[src/design/aes_block_cipher_defines.svh]
// Assertion macros for the AES block cipher.
// No dependencies; included by the top level only.
`ifndef AES_BLOCK_CIPHER_DEFINES_SVH
`define AES_BLOCK_CIPHER_DEFINES_SVH

// same-cycle implication
`define AES_ASSERT_NOW(lbl, ante, cons, msg) \
    lbl: assert property (@(posedge clk) disable iff (!rst_n) (ante) |-> (cons)) \
        else $error(msg);

// next-cycle implication
`define AES_ASSERT_NEXT(lbl, ante, cons, msg) \
    lbl: assert property (@(posedge clk) disable iff (!rst_n) (ante) |=> (cons)) \
        else $error(msg);

`endif

[src/design/aes_pkg.sv]
// Shared types, constants and byte functions for the AES block cipher.
// No dependencies; used by aes_round, aes_key_sched and aes_block_cipher.
package aes_pkg;

    localparam int BLOCK_COLUMNS   = 4;
    localparam int ROUND_KEY_WORDS = 60;
    localparam int KEY_ROWS        = ROUND_KEY_WORDS / BLOCK_COLUMNS;

    localparam logic [2:0] CFG_KEY_SIZE   = 3'd0;
    localparam logic [2:0] CFG_KEY_BITS_0 = 3'd1;
    localparam logic [2:0] CFG_KEY_BITS_1 = 3'd2;
    localparam logic [2:0] CFG_KEY_BITS_2 = 3'd3;
    localparam logic [2:0] CFG_KEY_BITS_3 = 3'd4;

    localparam logic [1:0] KSIZE_128 = 2'd0;
    localparam logic [1:0] KSIZE_192 = 2'd1;

    localparam logic [7:0] GF_POLY = 8'h1b;

    typedef struct packed {
        logic       busy;
        logic [3:0] num_rounds;
    } aes_key_stat_t;

    localparam logic [7:0] SBOX [0:255] = '{
        8'h63,8'h7c,8'h77,8'h7b,8'hf2,8'h6b,8'h6f,8'hc5,8'h30,8'h01,8'h67,8'h2b,8'hfe,8'hd7,8'hab,8'h76,
        8'hca,8'h82,8'hc9,8'h7d,8'hfa,8'h59,8'h47,8'hf0,8'had,8'hd4,8'ha2,8'haf,8'h9c,8'ha4,8'h72,8'hc0,
        8'hb7,8'hfd,8'h93,8'h26,8'h36,8'h3f,8'hf7,8'hcc,8'h34,8'ha5,8'he5,8'hf1,8'h71,8'hd8,8'h31,8'h15,
        8'h04,8'hc7,8'h23,8'hc3,8'h18,8'h96,8'h05,8'h9a,8'h07,8'h12,8'h80,8'he2,8'heb,8'h27,8'hb2,8'h75,
        8'h09,8'h83,8'h2c,8'h1a,8'h1b,8'h6e,8'h5a,8'ha0,8'h52,8'h3b,8'hd6,8'hb3,8'h29,8'he3,8'h2f,8'h84,
        8'h53,8'hd1,8'h00,8'hed,8'h20,8'hfc,8'hb1,8'h5b,8'h6a,8'hcb,8'hbe,8'h39,8'h4a,8'h4c,8'h58,8'hcf,
        8'hd0,8'hef,8'haa,8'hfb,8'h43,8'h4d,8'h33,8'h85,8'h45,8'hf9,8'h02,8'h7f,8'h50,8'h3c,8'h9f,8'ha8,
        8'h51,8'ha3,8'h40,8'h8f,8'h92,8'h9d,8'h38,8'hf5,8'hbc,8'hb6,8'hda,8'h21,8'h10,8'hff,8'hf3,8'hd2,
        8'hcd,8'h0c,8'h13,8'hec,8'h5f,8'h97,8'h44,8'h17,8'hc4,8'ha7,8'h7e,8'h3d,8'h64,8'h5d,8'h19,8'h73,
        8'h60,8'h81,8'h4f,8'hdc,8'h22,8'h2a,8'h90,8'h88,8'h46,8'hee,8'hb8,8'h14,8'hde,8'h5e,8'h0b,8'hdb,
        8'he0,8'h32,8'h3a,8'h0a,8'h49,8'h06,8'h24,8'h5c,8'hc2,8'hd3,8'hac,8'h62,8'h91,8'h95,8'he4,8'h79,
        8'he7,8'hc8,8'h37,8'h6d,8'h8d,8'hd5,8'h4e,8'ha9,8'h6c,8'h56,8'hf4,8'hea,8'h65,8'h7a,8'hae,8'h08,
        8'hba,8'h78,8'h25,8'h2e,8'h1c,8'ha6,8'hb4,8'hc6,8'he8,8'hdd,8'h74,8'h1f,8'h4b,8'hbd,8'h8b,8'h8a,
        8'h70,8'h3e,8'hb5,8'h66,8'h48,8'h03,8'hf6,8'h0e,8'h61,8'h35,8'h57,8'hb9,8'h86,8'hc1,8'h1d,8'h9e,
        8'he1,8'hf8,8'h98,8'h11,8'h69,8'hd9,8'h8e,8'h94,8'h9b,8'h1e,8'h87,8'he9,8'hce,8'h55,8'h28,8'hdf,
        8'h8c,8'ha1,8'h89,8'h0d,8'hbf,8'he6,8'h42,8'h68,8'h41,8'h99,8'h2d,8'h0f,8'hb0,8'h54,8'hbb,8'h16
    };

    localparam logic [7:0] SBOX_REV [0:255] = '{
        8'h52,8'h09,8'h6a,8'hd5,8'h30,8'h36,8'ha5,8'h38,8'hbf,8'h40,8'ha3,8'h9e,8'h81,8'hf3,8'hd7,8'hfb,
        8'h7c,8'he3,8'h39,8'h82,8'h9b,8'h2f,8'hff,8'h87,8'h34,8'h8e,8'h43,8'h44,8'hc4,8'hde,8'he9,8'hcb,
        8'h54,8'h7b,8'h94,8'h32,8'ha6,8'hc2,8'h23,8'h3d,8'hee,8'h4c,8'h95,8'h0b,8'h42,8'hfa,8'hc3,8'h4e,
        8'h08,8'h2e,8'ha1,8'h66,8'h28,8'hd9,8'h24,8'hb2,8'h76,8'h5b,8'ha2,8'h49,8'h6d,8'h8b,8'hd1,8'h25,
        8'h72,8'hf8,8'hf6,8'h64,8'h86,8'h68,8'h98,8'h16,8'hd4,8'ha4,8'h5c,8'hcc,8'h5d,8'h65,8'hb6,8'h92,
        8'h6c,8'h70,8'h48,8'h50,8'hfd,8'hed,8'hb9,8'hda,8'h5e,8'h15,8'h46,8'h57,8'ha7,8'h8d,8'h9d,8'h84,
        8'h90,8'hd8,8'hab,8'h00,8'h8c,8'hbc,8'hd3,8'h0a,8'hf7,8'he4,8'h58,8'h05,8'hb8,8'hb3,8'h45,8'h06,
        8'hd0,8'h2c,8'h1e,8'h8f,8'hca,8'h3f,8'h0f,8'h02,8'hc1,8'haf,8'hbd,8'h03,8'h01,8'h13,8'h8a,8'h6b,
        8'h3a,8'h91,8'h11,8'h41,8'h4f,8'h67,8'hdc,8'hea,8'h97,8'hf2,8'hcf,8'hce,8'hf0,8'hb4,8'he6,8'h73,
        8'h96,8'hac,8'h74,8'h22,8'he7,8'had,8'h35,8'h85,8'he2,8'hf9,8'h37,8'he8,8'h1c,8'h75,8'hdf,8'h6e,
        8'h47,8'hf1,8'h1a,8'h71,8'h1d,8'h29,8'hc5,8'h89,8'h6f,8'hb7,8'h62,8'h0e,8'haa,8'h18,8'hbe,8'h1b,
        8'hfc,8'h56,8'h3e,8'h4b,8'hc6,8'hd2,8'h79,8'h20,8'h9a,8'hdb,8'hc0,8'hfe,8'h78,8'hcd,8'h5a,8'hf4,
        8'h1f,8'hdd,8'ha8,8'h33,8'h88,8'h07,8'hc7,8'h31,8'hb1,8'h12,8'h10,8'h59,8'h27,8'h80,8'hec,8'h5f,
        8'h60,8'h51,8'h7f,8'ha9,8'h19,8'hb5,8'h4a,8'h0d,8'h2d,8'he5,8'h7a,8'h9f,8'h93,8'hc9,8'h9c,8'hef,
        8'ha0,8'he0,8'h3b,8'h4d,8'hae,8'h2a,8'hf5,8'hb0,8'hc8,8'heb,8'hbb,8'h3c,8'h83,8'h53,8'h99,8'h61,
        8'h17,8'h2b,8'h04,8'h7e,8'hba,8'h77,8'hd6,8'h26,8'he1,8'h69,8'h14,8'h63,8'h55,8'h21,8'h0c,8'h7d
    };

    function automatic logic [7:0] xtime(input logic [7:0] a);
        xtime = {a[6:0], 1'b0} ^ (a[7] ? GF_POLY : 8'h00);
    endfunction

    function automatic logic [31:0] sub_word(input logic [31:0] w);
        sub_word = {SBOX[w[31:24]], SBOX[w[23:16]], SBOX[w[15:8]], SBOX[w[7:0]]};
    endfunction

    // one column of MixColumns, row 0 in the top byte
    function automatic logic [31:0] mix_col(input logic [31:0] c);
        logic [7:0] a0, a1, a2, a3;
        a0 = c[31:24]; a1 = c[23:16]; a2 = c[15:8]; a3 = c[7:0];
        mix_col = {xtime(a0) ^ xtime(a1) ^ a1 ^ a2 ^ a3,
                   a0 ^ xtime(a1) ^ xtime(a2) ^ a2 ^ a3,
                   a0 ^ a1 ^ xtime(a2) ^ xtime(a3) ^ a3,
                   xtime(a0) ^ a0 ^ a1 ^ a2 ^ xtime(a3)};
    endfunction

    function automatic logic [7:0] mul9(input logic [7:0] a);
        mul9 = xtime(xtime(xtime(a))) ^ a;
    endfunction

    function automatic logic [7:0] mul11(input logic [7:0] a);
        mul11 = xtime(xtime(xtime(a))) ^ xtime(a) ^ a;
    endfunction

    function automatic logic [7:0] mul13(input logic [7:0] a);
        mul13 = xtime(xtime(xtime(a))) ^ xtime(xtime(a)) ^ a;
    endfunction

    function automatic logic [7:0] mul14(input logic [7:0] a);
        mul14 = xtime(xtime(xtime(a))) ^ xtime(xtime(a)) ^ xtime(a);
    endfunction

    function automatic logic [31:0] inv_mix_col(input logic [31:0] c);
        logic [7:0] a0, a1, a2, a3;
        a0 = c[31:24]; a1 = c[23:16]; a2 = c[15:8]; a3 = c[7:0];
        inv_mix_col = {mul14(a0) ^ mul11(a1) ^ mul13(a2) ^ mul9(a3),
                       mul9(a0) ^ mul14(a1) ^ mul11(a2) ^ mul13(a3),
                       mul13(a0) ^ mul9(a1) ^ mul14(a2) ^ mul11(a3),
                       mul11(a0) ^ mul13(a1) ^ mul9(a2) ^ mul14(a3)};
    endfunction

endpackage

[src/design/aes_key_sched.sv]
// Key registers, key expansion sequencer (one word per cycle) and round key store.
// Depends on aes_pkg.
module aes_key_sched (
    input  logic                  clk,
    input  logic                  rst_n,
    input  logic                  cfg_valid,
    input  logic [2:0]            cfg_index,
    input  logic [63:0]           cfg_data,
    input  logic [3:0]            rd_addr,
    output logic [127:0]          rd_key,
    output aes_pkg::aes_key_stat_t stat
);

    logic [1:0]   key_size_reg;
    logic [255:0] key_reg;
    logic         busy_reg;
    logic [5:0]   idx_reg;
    logic [2:0]   mod_reg;
    logic [7:0]   rc_reg;
    logic [31:0]  win_reg [0:7];
    logic [31:0]  rd_q_reg [0:3];
    logic [31:0]  rk_mem [0:3][0:aes_pkg::KEY_ROWS-1];

    logic [31:0]  key_words [0:7];
    logic [2:0]   nk_m1;
    logic [5:0]   last_idx;
    logic [3:0]   nr;
    logic         start;
    logic [31:0]  temp;
    logic [31:0]  new_word;
    logic         expanding;

    always_comb
    begin
        for (int k = 0; k < 8; k++)
        begin
            key_words[k] = key_reg[255 - 32*k -: 32];
        end
        case (key_size_reg)
            aes_pkg::KSIZE_128:
            begin
                nk_m1 = 3'd3; last_idx = 6'd43; nr = 4'd10;
            end
            aes_pkg::KSIZE_192:
            begin
                nk_m1 = 3'd5; last_idx = 6'd51; nr = 4'd12;
            end
            default:
            begin
                nk_m1 = 3'd7; last_idx = 6'd59; nr = 4'd14;
            end
        endcase
    end

    always_comb
    begin
        case (cfg_index)
            aes_pkg::CFG_KEY_SIZE,
            aes_pkg::CFG_KEY_BITS_0,
            aes_pkg::CFG_KEY_BITS_1,
            aes_pkg::CFG_KEY_BITS_2,
            aes_pkg::CFG_KEY_BITS_3: start = cfg_valid;
            default:                 start = 1'b0;
        endcase
    end

    // the first Nk words come straight from the key
    assign expanding = (idx_reg > {3'd0, nk_m1});

    always_comb
    begin
        temp = win_reg[0];
        if (mod_reg == 3'd0)
            temp = aes_pkg::sub_word({win_reg[0][23:0], win_reg[0][31:24]}) ^ {rc_reg, 24'd0};
        else if (nk_m1 == 3'd7 && mod_reg == 3'd4)
            temp = aes_pkg::sub_word(win_reg[0]);
        new_word = expanding ? (win_reg[nk_m1] ^ temp) : key_words[idx_reg[2:0]];
    end

    always_ff @(posedge clk or negedge rst_n)
    begin
        if (!rst_n)
        begin
            key_size_reg <= '0;
            key_reg      <= '0;
            busy_reg     <= 1'b0;
            idx_reg      <= '0;
            mod_reg      <= '0;
            rc_reg       <= 8'h01;
        end
        else if (start)
        begin
            case (cfg_index)
                aes_pkg::CFG_KEY_SIZE:   key_size_reg      <= cfg_data[1:0];
                aes_pkg::CFG_KEY_BITS_0: key_reg[255:192]  <= cfg_data;
                aes_pkg::CFG_KEY_BITS_1: key_reg[191:128]  <= cfg_data;
                aes_pkg::CFG_KEY_BITS_2: key_reg[127:64]   <= cfg_data;
                default:                 key_reg[63:0]     <= cfg_data;
            endcase
            busy_reg <= 1'b1;
            idx_reg  <= '0;
            mod_reg  <= '0;
            rc_reg   <= 8'h01;
        end
        else if (busy_reg)
        begin
            idx_reg  <= idx_reg + 6'd1;
            mod_reg  <= (mod_reg == nk_m1) ? 3'd0 : mod_reg + 3'd1;
            if (expanding && mod_reg == 3'd0)
                rc_reg <= aes_pkg::xtime(rc_reg);
            if (idx_reg == last_idx)
                busy_reg <= 1'b0;
        end
    end

    always_ff @(posedge clk)
    begin
        if (busy_reg && !start)
        begin
            win_reg[0] <= new_word;
            for (int k = 1; k < 8; k++)
            begin
                win_reg[k] <= win_reg[k-1];
            end
            rk_mem[idx_reg[1:0]][idx_reg[5:2]] <= new_word;
        end
        for (int c = 0; c < 4; c++)
        begin
            rd_q_reg[c] <= rk_mem[c][rd_addr];
        end
    end

    assign rd_key          = {rd_q_reg[0], rd_q_reg[1], rd_q_reg[2], rd_q_reg[3]};
    assign stat.busy       = busy_reg;
    assign stat.num_rounds = nr;

endmodule

[config.mk]
export PLATFORM = sky130hd
export DESIGN_NAME = aes_key_sched
export DESIGN_NICKNAME = d
export VERILOG_FILES = /design/src/design/aes_block_cipher_defines.svh /design/src/design/aes_pkg.sv /design/src/design/aes_key_sched.sv
export SDC_FILE = /design/constraint.sdc
export NUM_CORES = 2
export LEC_CHECK = 0
export ABC_AREA = 1
export BUFFER_PORTS_ARGS = -buffer_cell sky130_fd_sc_hd__buf_2
export CAP_MARGIN = 20
export CORE_MARGIN = 5
export CORE_UTILIZATION = 60
export DETAILED_ROUTE_END_ITERATION = 7
export PLACE_DENSITY = 0.77
export SLEW_MARGIN = 20
export SYNTH_ARGS = -nofsm -noshare
export SYNTH_HDL_FRONTEND = slang
export SYNTH_SLANG_ARGS = --single-unit
[constraint.sdc]
create_clock -name clk -period 19.5 [get_ports clk]
set_input_delay 1.95 -clock clk [delete_from_list [all_inputs] [get_ports clk]]
set_output_delay 1.95 -clock clk [all_outputs]
set_load 0.01 [all_outputs]
# Word-level counts from Yosys, hierarchy flattened
# Memory sizes are Yosys's and may differ from the RTL's.
# Index checks and enable logic that the tools add are counted.
[classes]
magnitude_cmp = 9
muxes = 47
addsub = 2
eq_ne = 9
n_bitwise = 11
n_reduce_logical = 18
[op_table]
columns = ["cell", "count"]
rows = [
  ["binary-select mux 32 bit (select 4 bit)", 4],
  ["two-way mux 480 bit", 1],
  ["two-way mux 32 bit", 14],
  ["demux 32 bit (select 4 bit)", 1],
  ["binary-select mux 32 bit (select 3 bit)", 1],
  ["two-way mux 8 bit", 11],
  ["XOR 32 bit", 2],
  ["greater-or-equal comparator 9 bit (second input constant)", 4],
  ["inverter 8 -> 9 bit", 4],
  ["two-way mux 6 bit", 2],
  ["one-hot mux 3 bit (2 select lines)", 2],
  ["AND reduction 2 bit", 6],
  ["greater-or-equal comparator 5 bit (second input constant)", 2],
  ["inverter 4 -> 5 bit", 2],
  ["one-hot mux 5 bit (2 select lines)", 1],
  ["== test 3 bit (second input constant)", 3],
  ["two-way mux 3 bit", 3],
  ["XOR 8 x 5 -> 8 bit", 1],
  ["adder 6 x 1 -> 6 bit (second input constant)", 1],
  ["== test 3 x 2 -> 1 bit (second input constant)", 2],
  ["== test 6 bit", 1],
  ["greater-than comparator 6 x 3 -> 1 bit", 1],
  ["logical NOT 3 bit", 2],
  ["two-way mux 1 bit", 6],
  ["other kinds (15)", 19],
]
[word_totals]
output_inout_bits = 133
n_memories = 7
elab_cells = 112
reg_bits = 276
input_bits = 74
ramBits = 2304
romBits = 8192
[memory_table]
columns = ["name", "depth", "word_bits", "read_ports", "rd_ports_with_merged_regs", "write_ports", "line", "text"]
rows = [
  ["(name not given)", 256, 8, 1, 0, 0, "aes_pkg.sv:68", "sub_word = {SBOX[w[31:24]], SBOX[w[23:16]], SBOX[w[15:8]], SBOX[w[7:0]]};"],
  ["(name not given)", 256, 8, 1, 0, 0, "aes_pkg.sv:68", ""],
  ["(name not given)", 256, 8, 1, 0, 0, "aes_pkg.sv:68", ""],
  ["(name not given)", 256, 8, 1, 0, 0, "aes_pkg.sv:68", ""],
  ["rk_mem", 4, 480, 4, 0, 1, "aes_key_sched.sv:22", "logic [31:0] rk_mem [0:3][0:aes_pkg::KEY_ROWS-1];"],
  ["win_reg", 8, 32, 8, 0, 8, "aes_key_sched.sv:20", "logic [31:0] win_reg [0:7];"],
  ["+1 memories", "--", "--", "--", "--", "--", "--", ""],
]

# Depth between registers and ports, before layout
# An unclocked memory read counts as a cell.
[logic_depth]
word_depth = 9
ltp_mapped = 21
ltp_nobuf = 19

# Worst setup path after synthesis
# Ideal clock, no wire load.
[synth_path]
path_kind = "input -> register"
startpoint = "in cfg_index[1]"
endpoint = "mem rk_mem[0][0] (netlist bit) (enable)"
stages = 8
arrival_ps = 16813
required_time_ps = 19079
setup_time_ps = 421
n_path_buf = 0
setup_slack_ps = 2266
path_cell_list = "nor2_1 > nand2_1 > nand2_1 > nor2_1 > inv_1 > nor3_1 > nand2_1 > nor2_1"
[synth_via]
elab_chain_len = 7
elab_cells_between_ends = 11
cone_classes = "eq/ne: 4; mux: 3; reduce/logical: 4"
[synth_lines]
columns = ["element", "line", "text"]
rows = [
  ["start, declared", "aes_key_sched.sv:7", "input logic [2:0] cfg_index,"],
  ["== test 3 x 2 -> 1 bit (tied with other cells)", "aes_key_sched.sv:57", "case (cfg_index)"],
  ["OR reduction 5 bit (*)", "aes_key_sched.sv:57", ""],
  ["two-way mux 1 bit (*)", "aes_key_sched.sv:57", ""],
  ["logical NOT 1 bit (*)", "aes_key_sched.sv:118", "if (busy_reg && !start)"],
  ["logical AND 1 bit (*)", "aes_key_sched.sv:118", ""],
  ["two-way mux 1 bit (*)", "aes_key_sched.sv:118", ""],
  ["two-way mux 480 bit (implied by the code) (*)", "aes_key_sched.sv:125", "rk_mem[idx_reg[1:0]][idx_reg[5:2]] <= new_word;"],
  ["end, declared", "aes_key_sched.sv:22", ""],
]
# Mark *: on every way between the ends. The rest lies on a longest branch, timed or not.

==> flow_summary.ini <==
[pwr]
netSwitchingPower_mw = 7.34
irDropWorstVdd_mv = 0.131
sw_frac_of_total_pct = 38.7
total_power_mw = 19.0
pwr-share-clk_pct = 25.0
combPwrFrac_pct = 33.8
p_leak_nw = 43.5
power.internal_mw = 11.6
power_density_nw_per_um2 = 156
seq_power_share_pct = 41.2

[timing]
holdWs_ns = 0.382
final.setup.tns_ns = 0
min_period_ns = 5.52
maxSlewHeadroom_pct = 23.9
fmax_mhz = 181
finalClockSkew_ns = 0.0766
drv_slew = 0
rsz0062_at_grt = no
setup_viol = 0
worstMarginPinSlew_ns = 1.14
final_hold_viol_count = 0
period_share_pct = 28.3
worst_slack_ns = 13.98

[logic_synthesis]
synth_compound_area_share_pct = 13.2
ys_seq_area_share_pct = 68.1
ys_ff_latch = 2580
ys_warn_count = 0
ys_types = 45
async_flop_share_pct = 10.7
synth.avg_cell_area_um2 = 11.1
synth_top_family_by_area = simple AND/OR/NAND/NOR gates
synth_nets = 10100
yosys.area_share.adder_pct = 0.774
muxShareOfSynthArea_pct = 0
synthSimpleGateAreaFrac_pct = 14.3
synth_xor_area_share_pct = 0.0319
synth-main-ff-cell = edfxtp_1
netlist_instances = 9922
netlist_area_um2 = 110000
synth_edf_count = 2176

[global_route]
grt_max_degree = 252
grt_use_total_pct = 35.3
antenna_found_initial = 16
grt-ovfl-total = 0
first_global_vias = 78900
grt_pass1_wl_um = 509000

[clock_network]
cts_tree = built
root_buffer = clkbuf_16
clock-sinks = 2580
clk_pin_slew_ns = 0.07
cts_buffer_depth = 3
cts_made_buffers = 239
hold_buffers = 0
post-cts-setup-buffers = 0
clock_latency_ns = 0.90
htreeDepth = 4
cts_resized = 0

[cells_and_area]
nets = 9985
utilization_pct = 66.4
fin_area_um2 = 121000
final_cell_mix = edfxtp_1, o21ai_0, nand2_1, nor2_1, nand3_1
largest_register_ffs = 1920
final_common_cell = edfxtp_1
drive_gt1_share_pct = 9.11
area_growth_pct = 10.4
fillCellCount = 13100
final_cells = 12500

[run_status]
violations = design-rule violations
status = finished, violations left

[min_path]
min_from = win_reg[1][14]$_DFFE_PN_
hold_class = register to register

[placement]
dp.cells = 12000
hpwl_um = 192000
gp_congestion = 0.991
place_area_um2 = 113000
portBuffers = 204
preCtsSetupSlack_ns = 12.69

[flow_run]
cap_viol_max_count = 0

[drt]
first_pass_iters = 8
wl_per_cell_um = 27.9
drc = 7
vias = 83500
wl_um = 348000
final_antenna_net_count = 0
viasPerCell = 6.70
drt-initial-drc-count = 12600

[die]
die_y_um = 438
core-area_um2 = 183000
die_w_um = 438
rows = 157
die_area_um2 = 192000
ios = 207
start_util_pct = 60.2

[setup_path]
slowest_stage = buf_4
critPathTopFamily = buffers and inverters
cpMostUsedCell = buf_4
crit_buf_inv = 6
cp-start-kind = input pin
cp_max_fo = 163
crit_start = rd_addr[0]
r2r-start = win_reg[0][16]$_DFFE_PN_
worstPathCellList = buf_8 > inv_8 > buf_12 > buf_4 > buf_4 > o21ai_0 > o221ai_1 > o211ai_1 > o21ai_0 > buf_4
required_ns = 20.32
path_class = input pin to register
cp_data_arrival_time_ns = 6.35
critPathMaxStageDelay_ns = 0.94
end_kind = register
## cells in the mapped netlist, types with 34 or more instances
cell,n,share of area (%)
edfxtp_1,2176,59
o21ai_0,1540,7.0
nand2_1,1435,4.9
nor2_1,1316,4.5
nand3_1,958,4.4
clkbuf_1,502,1.7
o211ai_1,289,2.0
dfrtp_1,275,6.3
inv_1,266,0.91
o221ai_1,266,2.1
o22ai_1,189,1.1
buf_2,148,0.67
dfxtp_1,128,2.3
a21oi_1,127,0.58
ha_1,68,0.77
buf_1,43,0.15
a22oi_1,34,0.23
## power groups by stage
| stage | Sequential [mW] | Clock [mW] | Combinational (mW) |
|---|---|---|---|
| after floorplan | 7.89 | 0 | 3.67 |
| after global placement | 7.91 | 0 | 6.15 |
| after detailed placement | 7.92 | 0 | 6.17 |
| after CTS | 7.82 | 4.76 | 6.21 |
| after global routing | 7.85 | 5.01 | 6.80 |
| final | 7.83 | 4.74 | 6.42 |
## final cells by class
cell class | instances | area, um^2 | area share, %
antenna | 26 | 65.1 | 0.0536
clock buffer | 323 | 6690 | 5.51
clock inverter | 133 | 1400 | 1.15
inverter | 286 | 1100 | 0.910
multi-input combinational | 6341 | 31700 | 26.1
sequential | 2580 | 74800 | 61.7
tap | 2385 | 2980 | 2.46
timing repair buffer | 395 | 2600 | 2.15
## logic make-up after synthesis
group,after synthesis
and+or+nand+nor,3793
DFF,2580
AOI/OAI and AO/OA,2474
buffers and inverters,1001
adders and majority gates,68
xor gates and xnor gates,4
other,2
## path summary, 6_finish.rpt
path,cells after the start,end,slack (ns)
worst max-delay path,10,rd_q_reg[2][23]$_DFF_P_,13.98
worst max register to register,14,win_reg[0][19]$_DFFE_PN_,14.24
min in group asynchronous,1,key_reg[71]$_DFFE_PN0P_,1.13
max in group asynchronous,2,key_reg[122]$_DFFE_PN0P_,16.88
worst min register to register,0,win_reg[2][14]$_DFFE_PN_,0.38
worst min-delay path,0,win_reg[2][14]$_DFFE_PN_,0.38
## metal layers
| layer | global-route usage [%] | wire length [um] | vias to the layer above |
|---|---|---|---|
| met4 | 19.9 | 21600 | 2 |
| met5 | 0 | 12 | - |
| met1 | 47.8 | 127000 | 40700 |
| li1 | - | - | 35800 |
| met2 | 54.6 | 160000 | 5956 |
| met3 | 6.17 | 39100 | 997 |
No activity file was read; power rests on OpenSTA's default activity.
